===== config.mk =====
export PLATFORM = sky130hd
export DESIGN_NAME = dws_mul
export DESIGN_NICKNAME = d
export VERILOG_FILES = /design/src/hw/rtl/assert_macros.svh /design/src/hw/rtl/dws_pkg.sv /design/src/hw/rtl/dws_mul.sv
export SDC_FILE = /design/constraint.sdc
export NUM_CORES = 2
export LEC_CHECK = 0
export ABC_AREA = 1
export BUFFER_PORTS_ARGS = -buffer_cell sky130_fd_sc_hd__clkbuf_2
export CAP_MARGIN = 20
export CORE_MARGIN = 2
export CORE_UTILIZATION = 40
export CTS_BUF_LIST = sky130_fd_sc_hd__clkbuf_8
export CTS_CLUSTER_SIZE = 8
export DETAILED_ROUTE_END_ITERATION = 6
export GPL_ROUTABILITY_DRIVEN = 0
export SETUP_SLACK_MARGIN = 0.2
export SLEW_MARGIN = 5
export SYNTH_ARGS = -nofsm -noshare
export SYNTH_HDL_FRONTEND = slang
export SYNTH_SLANG_ARGS = --single-unit

===== constraint.sdc =====
create_clock -name clk -period 20.7 [get_ports clk]
set_input_delay 6.21 -clock clk [delete_from_list [all_inputs] [get_ports clk]]
set_output_delay 6.21 -clock clk [all_outputs]
set_load 0.005 [all_outputs]

===== src/hw/rtl/assert_macros.svh =====
// Assertion macros, included by the top-level RTL file.
`ifndef ASSERT_MACROS_SVH
`define ASSERT_MACROS_SVH
`ifndef SYNTHESIS
`define DWS_ASSERT(lbl, clk_s, rstn_s, prop) \
  lbl: assert property (@(posedge clk_s) disable iff (!rstn_s) prop) \
    else $error("assertion failed");
`define DWS_ASSERT_NR(lbl, clk_s, prop) \
  lbl: assert property (@(posedge clk_s) prop) else $error("assertion failed");
`else
`define DWS_ASSERT(lbl, clk_s, rstn_s, prop)
`define DWS_ASSERT_NR(lbl, clk_s, prop)
`endif
`endif


===== src/hw/rtl/dws_pkg.sv =====
// Types, constants and fixed-point helpers of the wave plate stepper.
package dws_pkg;
  localparam int GRID        = 256;
  localparam int GRID_BITS   = $clog2(GRID);
  localparam int GU_W        = GRID_BITS + 1;
  localparam int LAYER_BITS  = 2;
  localparam int LAYERS      = 3;
  localparam int MEM_DEPTH   = LAYERS * GRID * GRID;
  localparam int ADDR_W      = LAYER_BITS + 2 * GRID_BITS;
  localparam int FRAC_BITS   = 28;
  localparam int VAL_W       = 32;
  localparam int COEF_W      = 29;
  localparam int LAP_W       = 36;
  localparam int HALF_W      = LAP_W / 2;
  localparam int PROD_W      = 66;
  localparam int RND_W       = PROD_W - FRAC_BITS;
  localparam int NUM_W       = 40;
  localparam int NUM_SAT_W   = 36;
  localparam int CNT_W       = 32;
  localparam int IDX_W       = 3;

  localparam logic [COEF_W-1:0] COEF_MAX = COEF_W'(1) << FRAC_BITS;
  localparam logic signed [NUM_W-1:0] NUM_LIMIT = NUM_W'(1) <<< (FRAC_BITS + 6);

  typedef enum logic [IDX_W-1:0] {
    REG_GAMMA = 3'd0,
    REG_DAMP  = 3'd1,
    REG_INV   = 3'd2,
    REG_GRID  = 3'd3,
    REG_DROW  = 3'd4,
    REG_DCOL  = 3'd5
  } reg_idx_t;

  localparam logic CMD_STEP = 1'b0;
  localparam logic CMD_READ = 1'b1;

  typedef enum logic [3:0] {
    ST_CLEAR, ST_IDLE, ST_RDCELL, ST_RDWAIT, ST_FETCH, ST_M1, ST_W1,
    ST_M2, ST_W2, ST_M3, ST_W3, ST_WRITE, ST_DONE
  } state_t;

  typedef struct packed {
    logic [COEF_W-1:0]    gamma_sq;
    logic [COEF_W-1:0]    damping;
    logic [COEF_W-1:0]    inv_denom;
    logic [GU_W-1:0]      grid_used;
    logic [GRID_BITS-1:0] drive_row;
    logic [GRID_BITS-1:0] drive_col;
  } cfg_t;

  function automatic logic [ADDR_W-1:0] mem_addr(input logic [LAYER_BITS-1:0] layer,
                                                 input logic [GRID_BITS-1:0] r,
                                                 input logic [GRID_BITS-1:0] c);
    mem_addr = {layer, r, c};
  endfunction

  function automatic logic signed [RND_W-1:0] fx_round(input logic signed [PROD_W-1:0] p);
    logic signed [PROD_W-1:0] t;
    t = p + (PROD_W'(1) <<< (FRAC_BITS - 1));
    fx_round = RND_W'(t >>> FRAC_BITS);
  endfunction

  function automatic logic signed [NUM_SAT_W-1:0] sat_num(input logic signed [NUM_W-1:0] x);
    logic signed [NUM_W-1:0] y;
    if (x > NUM_LIMIT) y = NUM_LIMIT;
    else if (x < -NUM_LIMIT) y = -NUM_LIMIT;
    else y = x;
    sat_num = NUM_SAT_W'(y);
  endfunction

  function automatic logic signed [VAL_W-1:0] sat_val(input logic signed [RND_W-1:0] x);
    logic signed [RND_W-1:0] hi;
    logic signed [RND_W-1:0] lo;
    hi = RND_W'(33'sh0_7FFF_FFFF);
    lo = -hi - RND_W'(1);
    if (x > hi) sat_val = {1'b0, {(VAL_W-1){1'b1}}};
    else if (x < lo) sat_val = {1'b1, {(VAL_W-1){1'b0}}};
    else sat_val = VAL_W'(x);
  endfunction
endpackage


===== src/hw/rtl/dws_mul.sv =====
// Shared multi-cycle coefficient by sample multiplier, two partial products.
module dws_mul (
  input  logic                                 clk,
  input  logic                                 rst_n,
  input  logic                                 start,
  input  logic [dws_pkg::COEF_W-1:0]           a,
  input  logic signed [dws_pkg::LAP_W-1:0]     b,
  output logic                                 done,
  output logic signed [dws_pkg::PROD_W-1:0]    p
);
  localparam int H = dws_pkg::HALF_W;
  localparam int CW = dws_pkg::COEF_W;

  logic [1:0]                          ph_r;
  logic                                done_r;
  logic [CW-1:0]                       a_r;
  logic signed [dws_pkg::LAP_W-1:0]    b_r;
  logic [CW+H-1:0]                     lo_r;
  logic signed [dws_pkg::PROD_W-1:0]   p_r;
  logic signed [CW+H:0]                hi_w;

  assign hi_w = $signed({1'b0, a_r}) * $signed(b_r[dws_pkg::LAP_W-1:H]);

  always_ff @(posedge clk) begin
    if (!rst_n) begin
      ph_r   <= 2'd0;
      done_r <= 1'b0;
    end else begin
      done_r <= (ph_r == 2'd2);
      if (start) begin
        ph_r <= 2'd1;
      end else if (ph_r == 2'd1) begin
        ph_r <= 2'd2;
      end else begin
        ph_r <= 2'd0;
      end
    end
  end

  always_ff @(posedge clk) begin
    if (start) begin
      a_r <= a;
      b_r <= b;
    end
    if (ph_r == 2'd1) begin
      lo_r <= a_r * b_r[H-1:0];
    end
    if (ph_r == 2'd2) begin
      p_r <= (dws_pkg::PROD_W'(hi_w) <<< H) + $signed(dws_pkg::PROD_W'(lo_r));
    end
  end

  assign done = done_r;
  assign p    = p_r;
endmodule


==> results.json <==
{
  "tightest_slew_ps": 1040,
  "netlist_instances": 5391,
  "cp.required_ps": 21070,
  "period_needed_ps": 7450,
  "antenna_found_initial": 5,
  "yosys_warnings": 0,
  "finClkSkew_ps": 32.1,
  "track_usage_pct": 22.9,
  "wl_per_cell_um": 17.8,
  "core-area_um2": 107000,
  "synth_edf_count": 178,
  "final.setup.tns_ps": 0,
  "clk_path_buf_depth": 2,
  "ant_nets": 0,
  "clk_latency_ps": 620,
  "grt_pass1_wl_mm": 197,
  "hold_start": "lo_r[5]$_DFFE_PP_",
  "cts_made_buffers": 17,
  "finalCritPeriodShare_pct": 36.0,
  "cts_tree": "yes",
  "yosys-top-cells-area": "fa_1, inv_1, nand2_1",
  "num_rows": 120,
  "finalWorstSetupSlack_ps": 13250,
  "worstSetupEndpointType": "flop",
  "die-area_um2": 110000,
  "synth_area_um2": 43100,
  "outcome": "finished, final reports clean",
  "report.final.setup_viol": 0,
  "drive_gt1_share_pct": 5.54,
  "wl_met1_mm": 53.3,
  "synth_top_area_share_pct": 40.2,
  "path_max_fanout": 36,
  "highest_layer": "met5",
  "gr-total-overflow": 0,
  "root_buffer": "clkbuf_8",
  "grt_pass1_vias": 35700,
  "cts_resized": 0,
  "critical_path_class": "reg -> reg",
  "fmax_mhz": 134,
  "pre_cts_slack_ps": 13100,
  "nFillCells": 10800,
  "cp-start-kind": "flop",
  "cts.sinks": 181,
  "cts.clk_slew.worst_paths_ps": 120,
  "slowest_stage": "fa_1",
  "initial_core_util_pct": 40.3,
  "drcViolationCount": 0,
  "die_w_um": 332,
  "htreeDepth": 4,
  "reg2reg_depth": 35,
  "hold_path_class": "reg -> reg",
  "ys_async_sr_fraction_pct": 0,
  "r2r-end": "p[61]$_DFFE_PP_",
  "seq_area_frac_synth_pct": 12.6,
  "crit_arrival_ps": 7820,
  "areaGrowthSynthToFinish_pct": 5.92,
  "wl_met2_mm": 56.5,
  "grt_setup_unrepaired": "false",
  "drt_pass1_iterations": 6,
  "nNetsFinal": 6624,
  "synth.distinct_cells": 41,
  "whs_endpoint": "p[5]$_DFFE_PP_",
  "routed-wl-met3_mm": 8.52,
  "drt_iter0_drc": 2561,
  "dp_hpwl_mm": 93.0,
  "ios": 135,
  "timing.rr.start": "a_r[7]$_DFFE_PP_",
  "critPathMaxStageDelay_ps": 570,
  "dieHeight_um": 332,
  "synth_top_area_cell": "fa_1",
  "syn_nets": 6630,
  "hold_viol_final": 0,
  "r2r_setup_slack_ps": 13250,
  "slew_viol_final": 0,
  "ys.flop_type": "edfxtp_1",
  "vias_per_cell": 4.93,
  "grt_max_degree": 68,
  "hold_buffers": 0,
  "cts_setup_buffers": 0,
  "ys_ff_latch": 181,
  "avgSynthCellArea_um2": 7.99,
  "holdPathStages": 0,
  "maxSlewHeadroom_pct": 30.7,
  "cap_violations": 0,
  "wl_mm": 121,
  "vias": 33500,
  "io_buffer_count": 134,
  "critPathMostFrequentCell": "nand2_1"
}
## synth_stat cells, types with 3 or more instances
library cell	n
nand2_1	1532
o21ai_0	57
nand3_2	3
nor2_1	201
xnor2_1	33
inv_2	4
o211ai_1	4
nand4_1	24
nand2_2	25
o21a_1	6
dfxtp_1	3
and3_1	4
o21ai_1	4
edfxtp_1	178
nor2_2	16
a21o_1	11
nor2_4	5
nor4_1	3
clkbuf_1	199
a31oi_1	13
a21oi_1	124
or2_2	10
ha_1	306
fa_1	865
o21bai_1	10
nand3_1	81
xor2_1	74
inv_1	1542
buf_1	26
nor3_1	13
## stage by stage
stage                     instances  cell area (µm²)  hold slack, ps  util [%]
after floorplan                5391            43100             400         -
after global placement         6767            45100             400      42.2
after detailed placement       6767            45100             405      42.2
after CTS                      6799            45600             433      42.6
after global routing           6802            45600             451      42.7
final                          6802            45600             431      42.7
## worst max-delay path: cells and delay by family (launching register included)
family	cells	cell delay, ps
fa+ha+maj	8	3670
compound gates	3	370
xor+xnor	1	150
flops	1	340
buf+inv	7	780
simple gates	16	1830
## flip-flops by register name, indices dropped and copies added (netlist names)
register,flops
p,66
lo_r,47
b_r,36
a_r,29
ph_r,2
done,1
## per-layer routing
metal / global-route usage [%] / vias up
met2: 37.7 / 1152
met1: 31.2 / 16800
met3: 3.85 / 167
met4: 6.20 / 8
met5: 0 / -
li1: - / 15400
## cells in the final DEF, fill, tap and decap left out, types with 6 or more instances in the layout
| master | instances |
|---|---|
| nor2_1 | 199 |
| a21oi_1 | 124 |
| fa_1 | 865 |
| a31oi_1 | 13 |
| nand3_1 | 81 |
| nor3_1 | 13 |
| o21bai_1 | 10 |
| buf_4 | 66 |
| ha_1 | 306 |
| xnor2_1 | 33 |
| clkbuf_2 | 133 |
| o21a_1 | 6 |
| nand2_2 | 25 |
| or2_2 | 10 |
| nand2_1 | 1532 |
| xor2_1 | 74 |
| nor2_4 | 7 |
| o21ai_0 | 57 |
| inv_1 | 1543 |
| clkbuf_8 | 17 |
| nand4_1 | 24 |
| a21o_1 | 11 |
| edfxtp_1 | 178 |
| nor2_2 | 16 |
## logic make-up (layout without fill, tap and decap cells)
group / after synthesis / in the layout / synth area share (%)
other: 0 / 1 / 0
flip-flops: 181 / 181 / 12.6
AND/OR/NAND/NOR: 1922 / 1922 / 17.7
adder cells (fa/ha/maj): 1171 / 1171 / 49.1
buffers and inverters: 1774 / 1781 / 15.5
XOR/XNOR: 107 / 107 / 2.18
AO/OA/AOI/OAI: 236 / 236 / 3.01
## worst max-delay path by stage
stage / cells past startpoint / endpoint / startpoint
6_report: 35 / p[61]$_DFFE_PP_ / a_r[7]$_DFFE_PP_
5_1_grt: 35 / p[61]$_DFFE_PP_ / a_r[17]$_DFFE_PP_
4_1_cts: 32 / p[61]$_DFFE_PP_ / b_r[21]$_DFFE_PP_
3_5_place_dp: 32 / p[61]$_DFFE_PP_ / b_r[21]$_DFFE_PP_
3_3_place_gp: 31 / p[63]$_DFFE_PP_ / b_r[21]$_DFFE_PP_
2_1_floorplan: 36 / p[63]$_DFFE_PP_ / a_r[17]$_DFFE_PP_
## layout make-up
type / instances / area, µm² / share of cell area [%]
Inverter: 1548 / 5810 / 12.7
Timing Repair Buffer: 201 / 1220 / 2.67
Antenna cell: 1 / 2.50 / 0.00549
Clock inverter: 15 / 178 / 0.390
Multi-Input combinational cell: 3436 / 31000 / 68.0
Tap cell: 1403 / 1760 / 3.85
Clock buffer: 17 / 234 / 0.513
Sequential cell: 181 / 5410 / 11.9
Power is not shown: default switching activity piles up to over one toggle a cycle in this logic, so the estimate is an artifact.
