**src/hw/rtl/assert_macros.svh**
```systemverilog
// Assertion macros, included by the top-level RTL file.
`ifndef ASSERT_MACROS_SVH
`define ASSERT_MACROS_SVH
`ifndef SYNTHESIS
`define DWS_ASSERT(lbl, clk_s, rstn_s, prop) \
  lbl: assert property (@(posedge clk_s) disable iff (!rstn_s) prop) \
    else $error("assertion failed");
`define DWS_ASSERT_NR(lbl, clk_s, prop) \
  lbl: assert property (@(posedge clk_s) prop) else $error("assertion failed");
`else
`define DWS_ASSERT(lbl, clk_s, rstn_s, prop)
`define DWS_ASSERT_NR(lbl, clk_s, prop)
`endif
`endif

```
**src/hw/rtl/dws_pkg.sv**
```systemverilog
// Types, constants and fixed-point helpers of the wave plate stepper.
package dws_pkg;
  localparam int GRID        = 256;
  localparam int GRID_BITS   = $clog2(GRID);
  localparam int GU_W        = GRID_BITS + 1;
  localparam int LAYER_BITS  = 2;
  localparam int LAYERS      = 3;
  localparam int MEM_DEPTH   = LAYERS * GRID * GRID;
  localparam int ADDR_W      = LAYER_BITS + 2 * GRID_BITS;
  localparam int FRAC_BITS   = 28;
  localparam int VAL_W       = 32;
  localparam int COEF_W      = 29;
  localparam int LAP_W       = 36;
  localparam int HALF_W      = LAP_W / 2;
  localparam int PROD_W      = 66;
  localparam int RND_W       = PROD_W - FRAC_BITS;
  localparam int NUM_W       = 40;
  localparam int NUM_SAT_W   = 36;
  localparam int CNT_W       = 32;
  localparam int IDX_W       = 3;

  localparam logic [COEF_W-1:0] COEF_MAX = COEF_W'(1) << FRAC_BITS;
  localparam logic signed [NUM_W-1:0] NUM_LIMIT = NUM_W'(1) <<< (FRAC_BITS + 6);

  typedef enum logic [IDX_W-1:0] {
    REG_GAMMA = 3'd0,
    REG_DAMP  = 3'd1,
    REG_INV   = 3'd2,
    REG_GRID  = 3'd3,
    REG_DROW  = 3'd4,
    REG_DCOL  = 3'd5
  } reg_idx_t;

  localparam logic CMD_STEP = 1'b0;
  localparam logic CMD_READ = 1'b1;

  typedef enum logic [3:0] {
    ST_CLEAR, ST_IDLE, ST_RDCELL, ST_RDWAIT, ST_FETCH, ST_M1, ST_W1,
    ST_M2, ST_W2, ST_M3, ST_W3, ST_WRITE, ST_DONE
  } state_t;

  typedef struct packed {
    logic [COEF_W-1:0]    gamma_sq;
    logic [COEF_W-1:0]    damping;
    logic [COEF_W-1:0]    inv_denom;
    logic [GU_W-1:0]      grid_used;
    logic [GRID_BITS-1:0] drive_row;
    logic [GRID_BITS-1:0] drive_col;
  } cfg_t;

  function automatic logic [ADDR_W-1:0] mem_addr(input logic [LAYER_BITS-1:0] layer,
                                                 input logic [GRID_BITS-1:0] r,
                                                 input logic [GRID_BITS-1:0] c);
    mem_addr = {layer, r, c};
  endfunction

  function automatic logic signed [RND_W-1:0] fx_round(input logic signed [PROD_W-1:0] p);
    logic signed [PROD_W-1:0] t;
    t = p + (PROD_W'(1) <<< (FRAC_BITS - 1));
    fx_round = RND_W'(t >>> FRAC_BITS);
  endfunction

  function automatic logic signed [NUM_SAT_W-1:0] sat_num(input logic signed [NUM_W-1:0] x);
    logic signed [NUM_W-1:0] y;
    if (x > NUM_LIMIT) y = NUM_LIMIT;
    else if (x < -NUM_LIMIT) y = -NUM_LIMIT;
    else y = x;
    sat_num = NUM_SAT_W'(y);
  endfunction

  function automatic logic signed [VAL_W-1:0] sat_val(input logic signed [RND_W-1:0] x);
    logic signed [RND_W-1:0] hi;
    logic signed [RND_W-1:0] lo;
    hi = RND_W'(33'sh0_7FFF_FFFF);
    lo = -hi - RND_W'(1);
    if (x > hi) sat_val = {1'b0, {(VAL_W-1){1'b1}}};
    else if (x < lo) sat_val = {1'b1, {(VAL_W-1){1'b0}}};
    else sat_val = VAL_W'(x);
  endfunction
endpackage

```
**src/hw/rtl/dws_if.sv**
```systemverilog


interface dws_cfg_if;
  logic                                   valid;
  logic                                   ready;
  logic [dws_pkg::IDX_W-1:0]              index;
  logic [dws_pkg::VAL_W-1:0]              data;
  modport source (output valid, index, data, input ready);
  modport sink (input valid, index, data, output ready);
endinterface

```
**src/hw/rtl/dws_regs.sv**
```systemverilog
// Configuration registers with range limiting on write.
module dws_regs (
  input  logic               clk,
  input  logic               rst_n,
  dws_cfg_if.sink            cfg_ch,
  output dws_pkg::cfg_t      cfg
);
  dws_pkg::cfg_t             cfg_r;
  logic [dws_pkg::COEF_W-1:0] coef_w;
  logic [dws_pkg::GU_W-1:0]   gu_w;

  assign cfg_ch.ready = 1'b1;

  always_comb begin
    coef_w = cfg_ch.data[dws_pkg::COEF_W-1:0];
    if (coef_w > dws_pkg::COEF_MAX) coef_w = dws_pkg::COEF_MAX;
    gu_w = cfg_ch.data[dws_pkg::GU_W-1:0];
    if (gu_w < dws_pkg::GU_W'(3)) gu_w = dws_pkg::GU_W'(3);
    if (gu_w > dws_pkg::GU_W'(dws_pkg::GRID)) gu_w = dws_pkg::GU_W'(dws_pkg::GRID);
  end

  always_ff @(posedge clk) begin
    if (!rst_n) begin
      cfg_r.gamma_sq  <= dws_pkg::COEF_W'(429497);
      cfg_r.damping   <= dws_pkg::COEF_W'(429);
      cfg_r.inv_denom <= dws_pkg::COEF_W'(268435026);
      cfg_r.grid_used <= dws_pkg::GU_W'(dws_pkg::GRID);
      cfg_r.drive_row <= dws_pkg::GRID_BITS'(127);
      cfg_r.drive_col <= dws_pkg::GRID_BITS'(127);
    end else if (cfg_ch.valid) begin
      unique case (cfg_ch.index)
        dws_pkg::REG_GAMMA: cfg_r.gamma_sq  <= coef_w;
        dws_pkg::REG_DAMP:  cfg_r.damping   <= coef_w;
        dws_pkg::REG_INV:   cfg_r.inv_denom <= coef_w;
        dws_pkg::REG_GRID:  cfg_r.grid_used <= gu_w;
        dws_pkg::REG_DROW:  cfg_r.drive_row <= cfg_ch.data[dws_pkg::GRID_BITS-1:0];
        dws_pkg::REG_DCOL:  cfg_r.drive_col <= cfg_ch.data[dws_pkg::GRID_BITS-1:0];
        default: ;
      endcase
    end
  end

  assign cfg = cfg_r;
endmodule

```
**src/flat_wrapper.sv**
```systemverilog
// flat-port wrapper written by rule: the top's interface ports become plain ports
module dws_regs_flat 
  (clk, rst_n, cfg, cfg_ch_valid, cfg_ch_index, cfg_ch_data, cfg_ch_ready);
  dws_cfg_if cfg_ch_i ();
  input  logic clk;
  input  logic rst_n;
  output dws_pkg::cfg_t cfg;
  input wire logic [$bits(cfg_ch_i.valid)-1:0] cfg_ch_valid;
  input wire logic [$bits(cfg_ch_i.index)-1:0] cfg_ch_index;
  input wire logic [$bits(cfg_ch_i.data)-1:0] cfg_ch_data;
  output wire logic [$bits(cfg_ch_i.ready)-1:0] cfg_ch_ready;
  assign cfg_ch_i.valid = cfg_ch_valid;
  assign cfg_ch_i.index = cfg_ch_index;
  assign cfg_ch_i.data = cfg_ch_data;
  assign cfg_ch_ready = cfg_ch_i.ready;
  dws_regs u_core (.clk(clk), .rst_n(rst_n), .cfg_ch(cfg_ch_i), .cfg(cfg));
endmodule
```
**config.mk**
```make
export PLATFORM = sky130hd
export DESIGN_NAME = dws_regs_flat
export DESIGN_NICKNAME = d
export VERILOG_FILES = /design/src/hw/rtl/assert_macros.svh /design/src/hw/rtl/dws_pkg.sv /design/src/hw/rtl/dws_if.sv /design/src/hw/rtl/dws_regs.sv /design/src/flat_wrapper.sv
export SDC_FILE = /design/constraint.sdc
export NUM_CORES = 1
export LEC_CHECK = 0
export BUFFER_PORTS_ARGS = -buffer_cell sky130_fd_sc_hd__buf_2
export CAP_MARGIN = 40
export CORE_MARGIN = 3
export CORE_UTILIZATION = 45
export CTS_CLUSTER_SIZE = 14
export DETAILED_ROUTE_END_ITERATION = 12
export PLACE_DENSITY = 0.76
export SYNTH_ARGS = -nofsm -noshare
export SYNTH_HDL_FRONTEND = slang
export SYNTH_SLANG_ARGS = --single-unit
```
**constraint.sdc**
```tcl
create_clock -name clk -period 1.5 [get_ports clk]
set_input_delay 0.15 -clock clk [delete_from_list [all_inputs] [get_ports clk]]
set_output_delay 0.15 -clock clk [all_outputs]
set_load 0.005 [all_outputs]
```
==> results of run 1 <==
[worst max-delay path by stage]
stage	slack, ps	from	end	depth (start not counted)
global placement	-190	cfg_ch_data[0]	u_core.cfg[85]	6
detailed placement	-290	cfg_ch_data[2]	u_core.cfg[92]	6
floorplan	5	cfg_ch_data[0]	u_core.cfg[102]	5
CTS	110	cfg_ch_data[2]	u_core.cfg[92]	6
finish	120	cfg_ch_data[2]	u_core.cfg[92]	6
global route	70	cfg_ch_data[9]	u_core.cfg[92]	6
[Yosys cell counts (all sizes together)]
| master | count |
|---|---|
| dfxtp | 112 |
| nand2 | 83 |
| nor3 | 44 |
| mux2i | 43 |
| clkbuf | 25 |
| o211ai | 24 |
| nand3 | 18 |
| a21oi | 16 |
| inv | 16 |
| o311ai | 15 |
| buf | 11 |
| nand2b | 11 |
| nor2 | 10 |
| nor3b | 5 |
| nor2b | 4 |
| nor4 | 4 |
| or4 | 4 |
| and3 | 2 |
| nand3b | 2 |
| nor4bb | 2 |
| o31ai | 2 |
| and2 | 1 |
| conb | 1 |
| nand4b | 1 |
| nor4b | 1 |
| o21a | 1 |
| or2 | 1 |
[power by group]
| part | total [mW] | switching [mW] | leakage [nW] | internal [mW] |
|---|---|---|---|---|
| clock | 1.89 | 1.08 | 0.107 | 0.809 |
| combinational | 0.586 | 0.334 | 1.54 | 0.252 |
| sequential | 3.10 | 0.0418 | 0.910 | 3.05 |
[final cells by class]
cell class              instances  area, um^2
clock buffers                   9         124
repair buffers                179        1070
clock inverters                 7        85.1
well taps                     129         161
inverters                      16        60.1
multi-input cells             295        1980
fillers                       838        3650
flip-flops and latches        112        2240
[worst register-to-register path: cells and delay by family (launching register included)]
| kind | cells | cell delay, ps |
|---|---|---|
| DFF | 1 | 380 |
| and+or+nand+nor | 1 | 160 |
| muxes | 1 | 100 |
[metal layers]
| metal | share of wire, % | vias up | global-route usage [%] |
|---|---|---|---|
| li1 | - | 1915 | - |
| met1 | 46 | 1787 | 31.4 |
| met2 | 47 | 124 | 35.4 |
| met3 | 6.0 | 13 | 4.94 |
| met4 | 1.6 | 0 | 6.65 |
| met5 | 0 | - | 0 |
[logic make-up after synthesis]
| family | share of synthesized area, % |
|---|---|
| flops | 50.8 |
| buf+inv | 5.13 |
| simple gates | 24.7 |
| other cells | 0.0849 |
| mux | 9.74 |
| compound gates | 9.55 |
[cells in the final DEF, fill, tap and decap left out]
cell type and instances:
and2_1 1, conb_1 1, clkbuf_8 9, nand3b_1 2
nor4_1 3, and3_1 2, nor3b_1 5, inv_6 3
nand2_1 83, or2_2 1, nor2b_1 4, nor4_4 1
buf_12 7, nand2b_1 11, inv_8 1, nor2_1 10
or4_1 2, o311ai_0 15, clkinv_4 2, nor4b_2 1
buf_2 146, mux2i_1 43, buf_4 26, a21oi_2 2
bufinv_16 1, o211ai_1 24, nor3_1 14, dfxtp_1 112
nor3_2 30, inv_1 15, inv_2 1, or4_4 2
nand4b_1 1, nand3_1 18, nor4bb_2 1, nor4bb_4 1
a21oi_1 14, o21a_1 1, o31ai_1 2
==> reports/metrics.cfg, run 1 <==
[timing]
finalSetupViolCount=0
finalMaxSlewViolations=0
whs_ps=44.5
hold_viol=0
fin_crit_ps=1380
setup_tns_ps=0
fmax_ghz=0.723
fin_worst_skew_ps=0
period_share_pct=92.2
rsz0062_at_grt=no
setup_ws_ps=117

[critical_path]
arrival_ps=1670
cpPeakStageDelay_ps=580
path_cells=buf_2, or4_4, nor4_4, a21oi_2, buf_12, nor3_1
worstPathRequired_ps=1780
crit_family=simple AND/OR/NAND/NOR gates
worstSetupStartpointType=input pin
worstReg2RegEnd=u_core.cfg[65]
r2r_cells=2
ff2ff_setup_slack_ps=800
cpMaxStageDelayCell=or4_4
worstSetupPathType=input pin to register
r2r-start=u_core.cfg[65]
crit_path_max_fanout=16
end_kind=register
worst-path-buf-inv=2

[synth]
ys_top_cells_by_area=dfxtp_1 (51%), mux2i_1 (9.7%), nand2_1 (7.1%), nor3_2 (6.8%), o211ai_1 (4.1%)
synth_top_cell_by_area=dfxtp_1
seq_area_frac_synth_pct=50.8
synth-seq-cells=112
syn_inst=459
synthesis.yosys.warnings=0
ys_types=34
synth_top_cell_area_share_pct=50.8
syn_area_per_cell_um2=9.62
syn-num-nets=497
syn_area_mm2=0.00442

[cts]
postCtsResizedCells=0
root_buffer=clkbuf_8
clk_pin_slew_ps=110
cts_hold_buffers=0
cts_tree=done
h-tree-depth=3
cts_buffers=9
cts.sinks=112
clk_latency_ps=370
post_cts_buffers=0
clk_path_buf_depth=2

[final_layout]
largest_reg_flops=112
utilization_pct=61.0
n_antenna_cell=0
finalNonFillerCells=747
final_cell_area_mm2=0.00572
nNetsFinal=651
final_layout_size_suffix_gt1_share_pct=38.0
synthToLayoutAreaGrowth_pct=29.5

[global_route]
gr-total-overflow=0
grt_pass1_wl_um=19900
grt_pass1_vias=3724
antenna_found_initial=0
grt_max_degree=53
track_usage_pct=22.6

[detailed_routing]
ant_nets=0
vias=3839
viasPerCell=5.14
drt-initial-drc-count=228
routed_wl_um=12300
drc_errors=0
detail_route.wl_per_cell_um=16.5
first_pass_iters=5

[hold_path]
hp-start=rst_n
hold_path_class=input pin to register
hold_depth=2
holdPathEnd=u_core.cfg[24]

[floorplanning]
die_area_mm2=0.0110
start_util_pct=47.1
num_rows=35
core_area_mm2=0.00937
die_w_um=105
num_io_pins=151
die_h_um=105

[run]
maxCapViolCount=0

[power]
peakVddDrop_mv=0.612
power_mw=5.57
p_leak_nw=2.55
power.density_mw_per_mm2=974

[place]
pre_cts_ws_ps=-286
dpl.hpwl_um=9310
port_buffers=146
place.gp.congestion=0.843
dpl_cell_area_mm2=0.00551
place_inst=731

[outcome]
status=completed

Note: power is estimated with default switching activity, not from simulation.
==> run 2: changes to the inputs <==
--- a/config.mk
+++ b/config.mk
@@ -9,6 +9,7 @@
 export CAP_MARGIN = 40
 export CORE_MARGIN = 3
 export CORE_UTILIZATION = 45
+export CTS_BUF_LIST = sky130_fd_sc_hd__clkbuf_4 sky130_fd_sc_hd__clkbuf_8 sky130_fd_sc_hd__clkbuf_16
 export CTS_CLUSTER_SIZE = 14
 export DETAILED_ROUTE_END_ITERATION = 12
 export PLACE_DENSITY = 0.76
==> constraint.sdc (replaced) <==
create_clock -name clk -period 1.27 [get_ports clk]
set_input_delay 0.127 -clock clk [delete_from_list [all_inputs] [get_ports clk]]
set_output_delay 0.127 -clock clk [all_outputs]
set_load 0.005 [all_outputs]
==> run 2 against run 1 <==
  * The flow now finishes with violations (negative setup slack)
  * Flip-flop and latch count stayed put
  * First-iteration DRC count rose by 1.8%
  * Worst hold slack improved by 81 ps
  * Worst setup slack lost 200 ps
  * Utilization grew 3.4 points
  * Clock skew unchanged
  * Routed wire length increased by 6.1%
  * Cell area is 5.6% higher
  * Cell count increased by 3.3%
  * Largest power group unchanged
==> reports/metrics.cfg, run 2 (synthesized netlist as in run 1, its figures left out) <==
[outcome]
status=finished with violations
violations=negative setup slack

[timing]
finalSetupViolCount=33
hold_viol=0
fin_crit_ps=1350
fmax_ghz=0.740
finalMaxSlewViolations=0
setup_ws_ps=-80.7
fin_worst_skew_ps=0
rsz0062_at_grt=yes
period_share_pct=106

[power]
power.density_mw_per_mm2=1090
peakVddDrop_mv=0.574
p_leak_nw=2.70
power_mw=6.61

[detailed_routing]
drt-initial-drc-count=232
viasPerCell=5.17
vias=3990
detail_route.wl_per_cell_um=16.9
ant_nets=0
routed_wl_um=13100
drc_errors=0
first_pass_iters=4

[critical_path]
arrival_ps=1630
end_kind=register
worstPathRequired_ps=1550
crit_path_max_fanout=8
worstSetupStartpointType=input pin
r2r_cells=2
path_cells=buf_2, or4_4, nor4_4, buf_6, a21oi_4, buf_12, nor3_2
worst-path-buf-inv=3
crit_family=simple AND/OR/NAND/NOR gates
cp-startpoint=cfg_ch_data[0]
ff2ff_setup_slack_ps=460
worstSetupPathType=input pin to register
r2r-start=u_core.cfg[81]
cpMaxStageDelayCell=or4_4
cpPeakStageDelay_ps=540
worstReg2RegEnd=u_core.cfg[81]

[global_route]
track_usage_pct=22.7
antenna_found_initial=0
gr-total-overflow=0
grt_max_degree=46
grt_pass1_vias=3815
grt_pass1_wl_um=20100

[cts]
clk_latency_ps=360
cts.sinks=112
clk_pin_slew_ps=110
root_buffer=clkbuf_8
cts_buffers=9
cts_tree=done
h-tree-depth=3
clk_path_buf_depth=2

[floorplanning]
die_area_mm2=0.0110
num_io_pins=151
die_h_um=105
core_area_mm2=0.00937
die_w_um=105
num_rows=35
start_util_pct=47.1

[final_layout]
largest_reg_flops=112
seq_area_mm2=0.00224
utilization_pct=64.4
synthToLayoutAreaGrowth_pct=36.7
final_common_cell=buf_2
final_layout_size_suffix_gt1_share_pct=42.1
nFillCells=792
final_cell_mix=buf_2 (142), dfxtp_1 (112), nand2_1 (83), buf_4 (49), mux2i_1 (43)
multiInputGateArea_mm2=0.00208
nNetsFinal=675

[hold_path]
holdPathEnd=u_core.cfg[8]
hp-start=cfg_ch_data[0]
hold_path_class=input pin to register
hold_depth=4

[place]
place.gp.congestion=0.829
dpl.hpwl_um=9600
pre_cts_ws_ps=-463
port_buffers=146

[run]
maxCapViolCount=0

[run 2: changes by cell type in the layout (fill, tap and decap cells not counted), sizes merged]
cell | before | now
diode | 0 | 1
clkbuf | 9 | 12
buf | 179 | 201
clkinv | 2 | 1
[run 2: power breakdown]
part | switching (mW) | internal, mW | total (mW)
combinational | 0.419 | 0.342 | 0.760
sequential | 0.0511 | 3.61 | 3.66
clock | 1.22 | 0.969 | 2.19
[run 2: worst max-delay path by stage]
| stage | end | cells after the start | slack, ps |
|---|---|---|---|
| 2_1_floorplan | u_core.cfg[102] | 5 | -200 |
| 3_3_place_gp | u_core.cfg[60] | 6 | -430 |
| 3_5_place_dp | u_core.cfg[27] | 5 | -460 |
| 6_report | u_core.cfg[64] | 7 | -80 |
| 4_1_cts | u_core.cfg[63] | 7 | -50 |
| 5_1_grt | u_core.cfg[64] | 7 | -110 |
[run 2: per-stage QoR]
stage          hold WS, ps  instance area, um^2  cells  setup TNS (ps)
6_report               126                 6040    772           -1190
5_1_grt                108                 6040    771           -2380
4_1_cts                110                 5900    769            -301
3_5_place_dp           447                 5630    751          -18260
3_3_place_gp           441                 5630    751          -17530
2_1_floorplan          251                 4420    459           -6520
[run 2: routing by layer]
layer,up-vias,GRT usage [%],part of all wire (%)
met5,-,0,0
met4,0,7.03,1.6
met3,18,3.64,6.5
met2,149,36.9,49
met1,1864,31.0,43
li1,1959,-,-
[run 2: what timing repair did]
item	in CTS	in global routing
buffers inserted	2	0
gates resized for setup	9	17
pin swaps	3	11
hold buffers	0	0
setup endpoints to repair	41	41
cloned	0	2
[run 2: worst min-delay path, stage by stage]
cell	delay, ps
buf_2	100
buf_4	120
nand2_1	40
nand3_1	70
[run 2: cell type report]
| class | count | share of cell area [%] |
|---|---|---|
| sequential | 112 | 37.1 |
| multi-input combinational | 295 | 34.5 |
| timing repair buffer | 203 | 21.3 |
| tap | 129 | 2.67 |
| clock buffer | 10 | 2.18 |
| clock inverter | 6 | 1.20 |
| inverter | 16 | 0.995 |
| antenna | 1 | 0.0414 |
==> run 3: changes to the inputs <==
--- a/config.mk
+++ b/config.mk
@@ -8,11 +8,13 @@
 export BUFFER_PORTS_ARGS = -buffer_cell sky130_fd_sc_hd__buf_2
 export CAP_MARGIN = 40
 export CORE_MARGIN = 3
-export CORE_UTILIZATION = 45
+export CORE_UTILIZATION = 46
 export CTS_BUF_LIST = sky130_fd_sc_hd__clkbuf_4 sky130_fd_sc_hd__clkbuf_8 sky130_fd_sc_hd__clkbuf_16
 export CTS_CLUSTER_SIZE = 14
 export DETAILED_ROUTE_END_ITERATION = 12
-export PLACE_DENSITY = 0.76
+export MAX_ROUTING_LAYER = met4
+export PLACE_DENSITY = 0.74
+export REMOVE_ABC_BUFFERS = 1
 export SYNTH_ARGS = -nofsm -noshare
 export SYNTH_HDL_FRONTEND = slang
 export SYNTH_SLANG_ARGS = --single-unit
==> constraint.sdc (replaced) <==
create_clock -name clk -period 1.7 [get_ports clk]
set_input_delay 0.17 -clock clk [delete_from_list [all_inputs] [get_ports clk]]
set_output_delay 0.17 -clock clk [all_outputs]
set_load 0.005 [all_outputs]
==> run 3 against run 2 <==
  * The flow now finishes without violations
  * Clock-buffer cell count did not move
  * Sequential power is 25% lower
  * Sequential share of layout area up 2.6 points
  * Critical path depth decreased by 1
  * Combinational power is 36% lower
  * Clock skew is the same
  * Critical path type unchanged
  * Critical endpoint is now u_core.cfg[73]
==> reports/metrics.cfg, run 3 (synthesized netlist as in run 1, its figures left out) <==
[outcome]
status=completed

[floorplanning]
die_w_um=104
num_io_pins=151
die_area_mm2=0.0108
core_area_mm2=0.00928
start_util_pct=47.6
num_rows=35
die_h_um=104

[power]
p_leak_nw=2.60
power_mw=4.85
peakVddDrop_mv=0.605
power.density_mw_per_mm2=859

[critical_path]
cpMaxStageDelayCell=or4_1
worstReg2RegEnd=u_core.cfg[25]
worstSetupStartpointType=input pin
end_kind=register
worstSetupPathType=input pin to register
crit_path_max_fanout=8
ff2ff_setup_slack_ps=1000
path_cells=buf_2, or4_1, nor4_4, a21oi_2, buf_4, nor3_2
crit_family=simple AND/OR/NAND/NOR gates
r2r-start=u_core.cfg[25]
arrival_ps=1770
worstPathRequired_ps=1990
r2r_cells=2
cpPeakStageDelay_ps=600
worst-path-buf-inv=2

[detailed_routing]
first_pass_iters=4
vias=3752
drt-initial-drc-count=183
drc_errors=0
routed_wl_um=11600
viasPerCell=5.02
detail_route.wl_per_cell_um=15.5
ant_nets=0

[global_route]
grt_max_degree=30
met2_usage_pct=38.3
grt_pass1_vias=3731
grt_use_met1_pct=27.0
gr-total-overflow=0
antenna_found_initial=0
met3_usage_pct=3.66
track_usage_pct=22.3
top_usage_layer=met2
grt_pass1_wl_um=19200

[final_layout]
final_layout_size_suffix_gt1_share_pct=37.9
largest_reg_flops=112
final_common_cell=buf_2
nNetsFinal=651
n_antenna_cell=0
nFillCells=852
seq_area_mm2=0.00224
utilization_pct=60.8
final_cell_mix=buf_2 (146), dfxtp_1 (112), nand2_1 (83), mux2i_1 (43), buf_4 (31)
synthToLayoutAreaGrowth_pct=27.8
multiInputGateArea_mm2=0.00198

[timing]
finalMaxSlewViolations=0
fin_worst_skew_ps=0
fin_crit_ps=1480
hold_viol=0
setup_tns_ps=0
period_share_pct=87.2
rsz0062_at_grt=no
finalSetupViolCount=0
fmax_ghz=0.675

[place]
place.gp.congestion=0.861
dpl.hpwl_um=8810
port_buffers=146

[cts]
clk_pin_slew_ps=100
cts_hold_buffers=0
root_buffer=clkbuf_8
cts_tree=done
cts_buffers=9
post_cts_buffers=0
postCtsResizedCells=0
h-tree-depth=3
clk_path_buf_depth=2
clk_latency_ps=360
cts.sinks=112

[hold_path]
hold_depth=3
hp-start=cfg_ch_data[10]
hold_path_class=input pin to register
holdPathEnd=u_core.cfg[64]

[run]
maxCapViolCount=0

-- run 3: cell types whose count changed in the layout (fill, tap and decap cells not counted), sizes merged --
cell,before,now
buf,201,179
clkbuf,12,10
clkinvlp,0,1
diode,1,0
inv,20,19
-- run 3: how the worst max path moves through the flow --
stage                     from             end  slack [ps]  depth (start not counted)
6_report        cfg_ch_data[1]  u_core.cfg[73]         220                          6
5_1_grt         cfg_ch_data[1]  u_core.cfg[58]         120                          6
4_1_cts         cfg_ch_data[1]  u_core.cfg[73]         220                          6
3_5_place_dp    cfg_ch_data[1]  u_core.cfg[73]        -160                          6
3_3_place_gp    cfg_ch_data[1]  u_core.cfg[70]        -110                          6
2_1_floorplan  cfg_ch_index[1]  u_core.cfg[58]       -3200                          4
-- run 3: worst min-delay path, delay by kind of cell --
family        cells  cell delay (ps)
buf+inv           1              100
simple gates      1               90
mux               1               80
-- run 3: layout make-up --
| class | count | area share, % |
|---|---|---|
| multi-input combinational | 295 | 35.0 |
| timing repair buffer | 179 | 17.8 |
| tap | 129 | 2.86 |
| clock buffer | 10 | 2.33 |
| sequential | 112 | 39.7 |
| inverter | 16 | 1.06 |
| clock inverter | 6 | 1.29 |
-- run 3: routing by layer --
layer  wire, um  up-vias  part of all wire, %
met3        555       17                  4.8
met5          0        -                    0
met4        172        0                  1.5
met2       5880      108                   51
li1           -     1902                    -
met1       4990     1725                   43
-- run 3: metrics by stage --
stage	instances	setup WS, ps	hold WS (ps)	cell area, um^2
6_report	747	218	126	5650
5_1_grt	747	122	138	5650
4_1_cts	747	215	116	5650
3_5_place_dp	731	-163	448	5440
3_3_place_gp	731	-111	444	5440
2_1_floorplan	423	-3200	232	4250
-- run 3: power by group --
group | switching [mW] | internal, mW
Clock | 0.913 | 0.718
Combinational | 0.278 | 0.207
Sequential | 0.0369 | 2.70
Total | 1.23 | 3.62
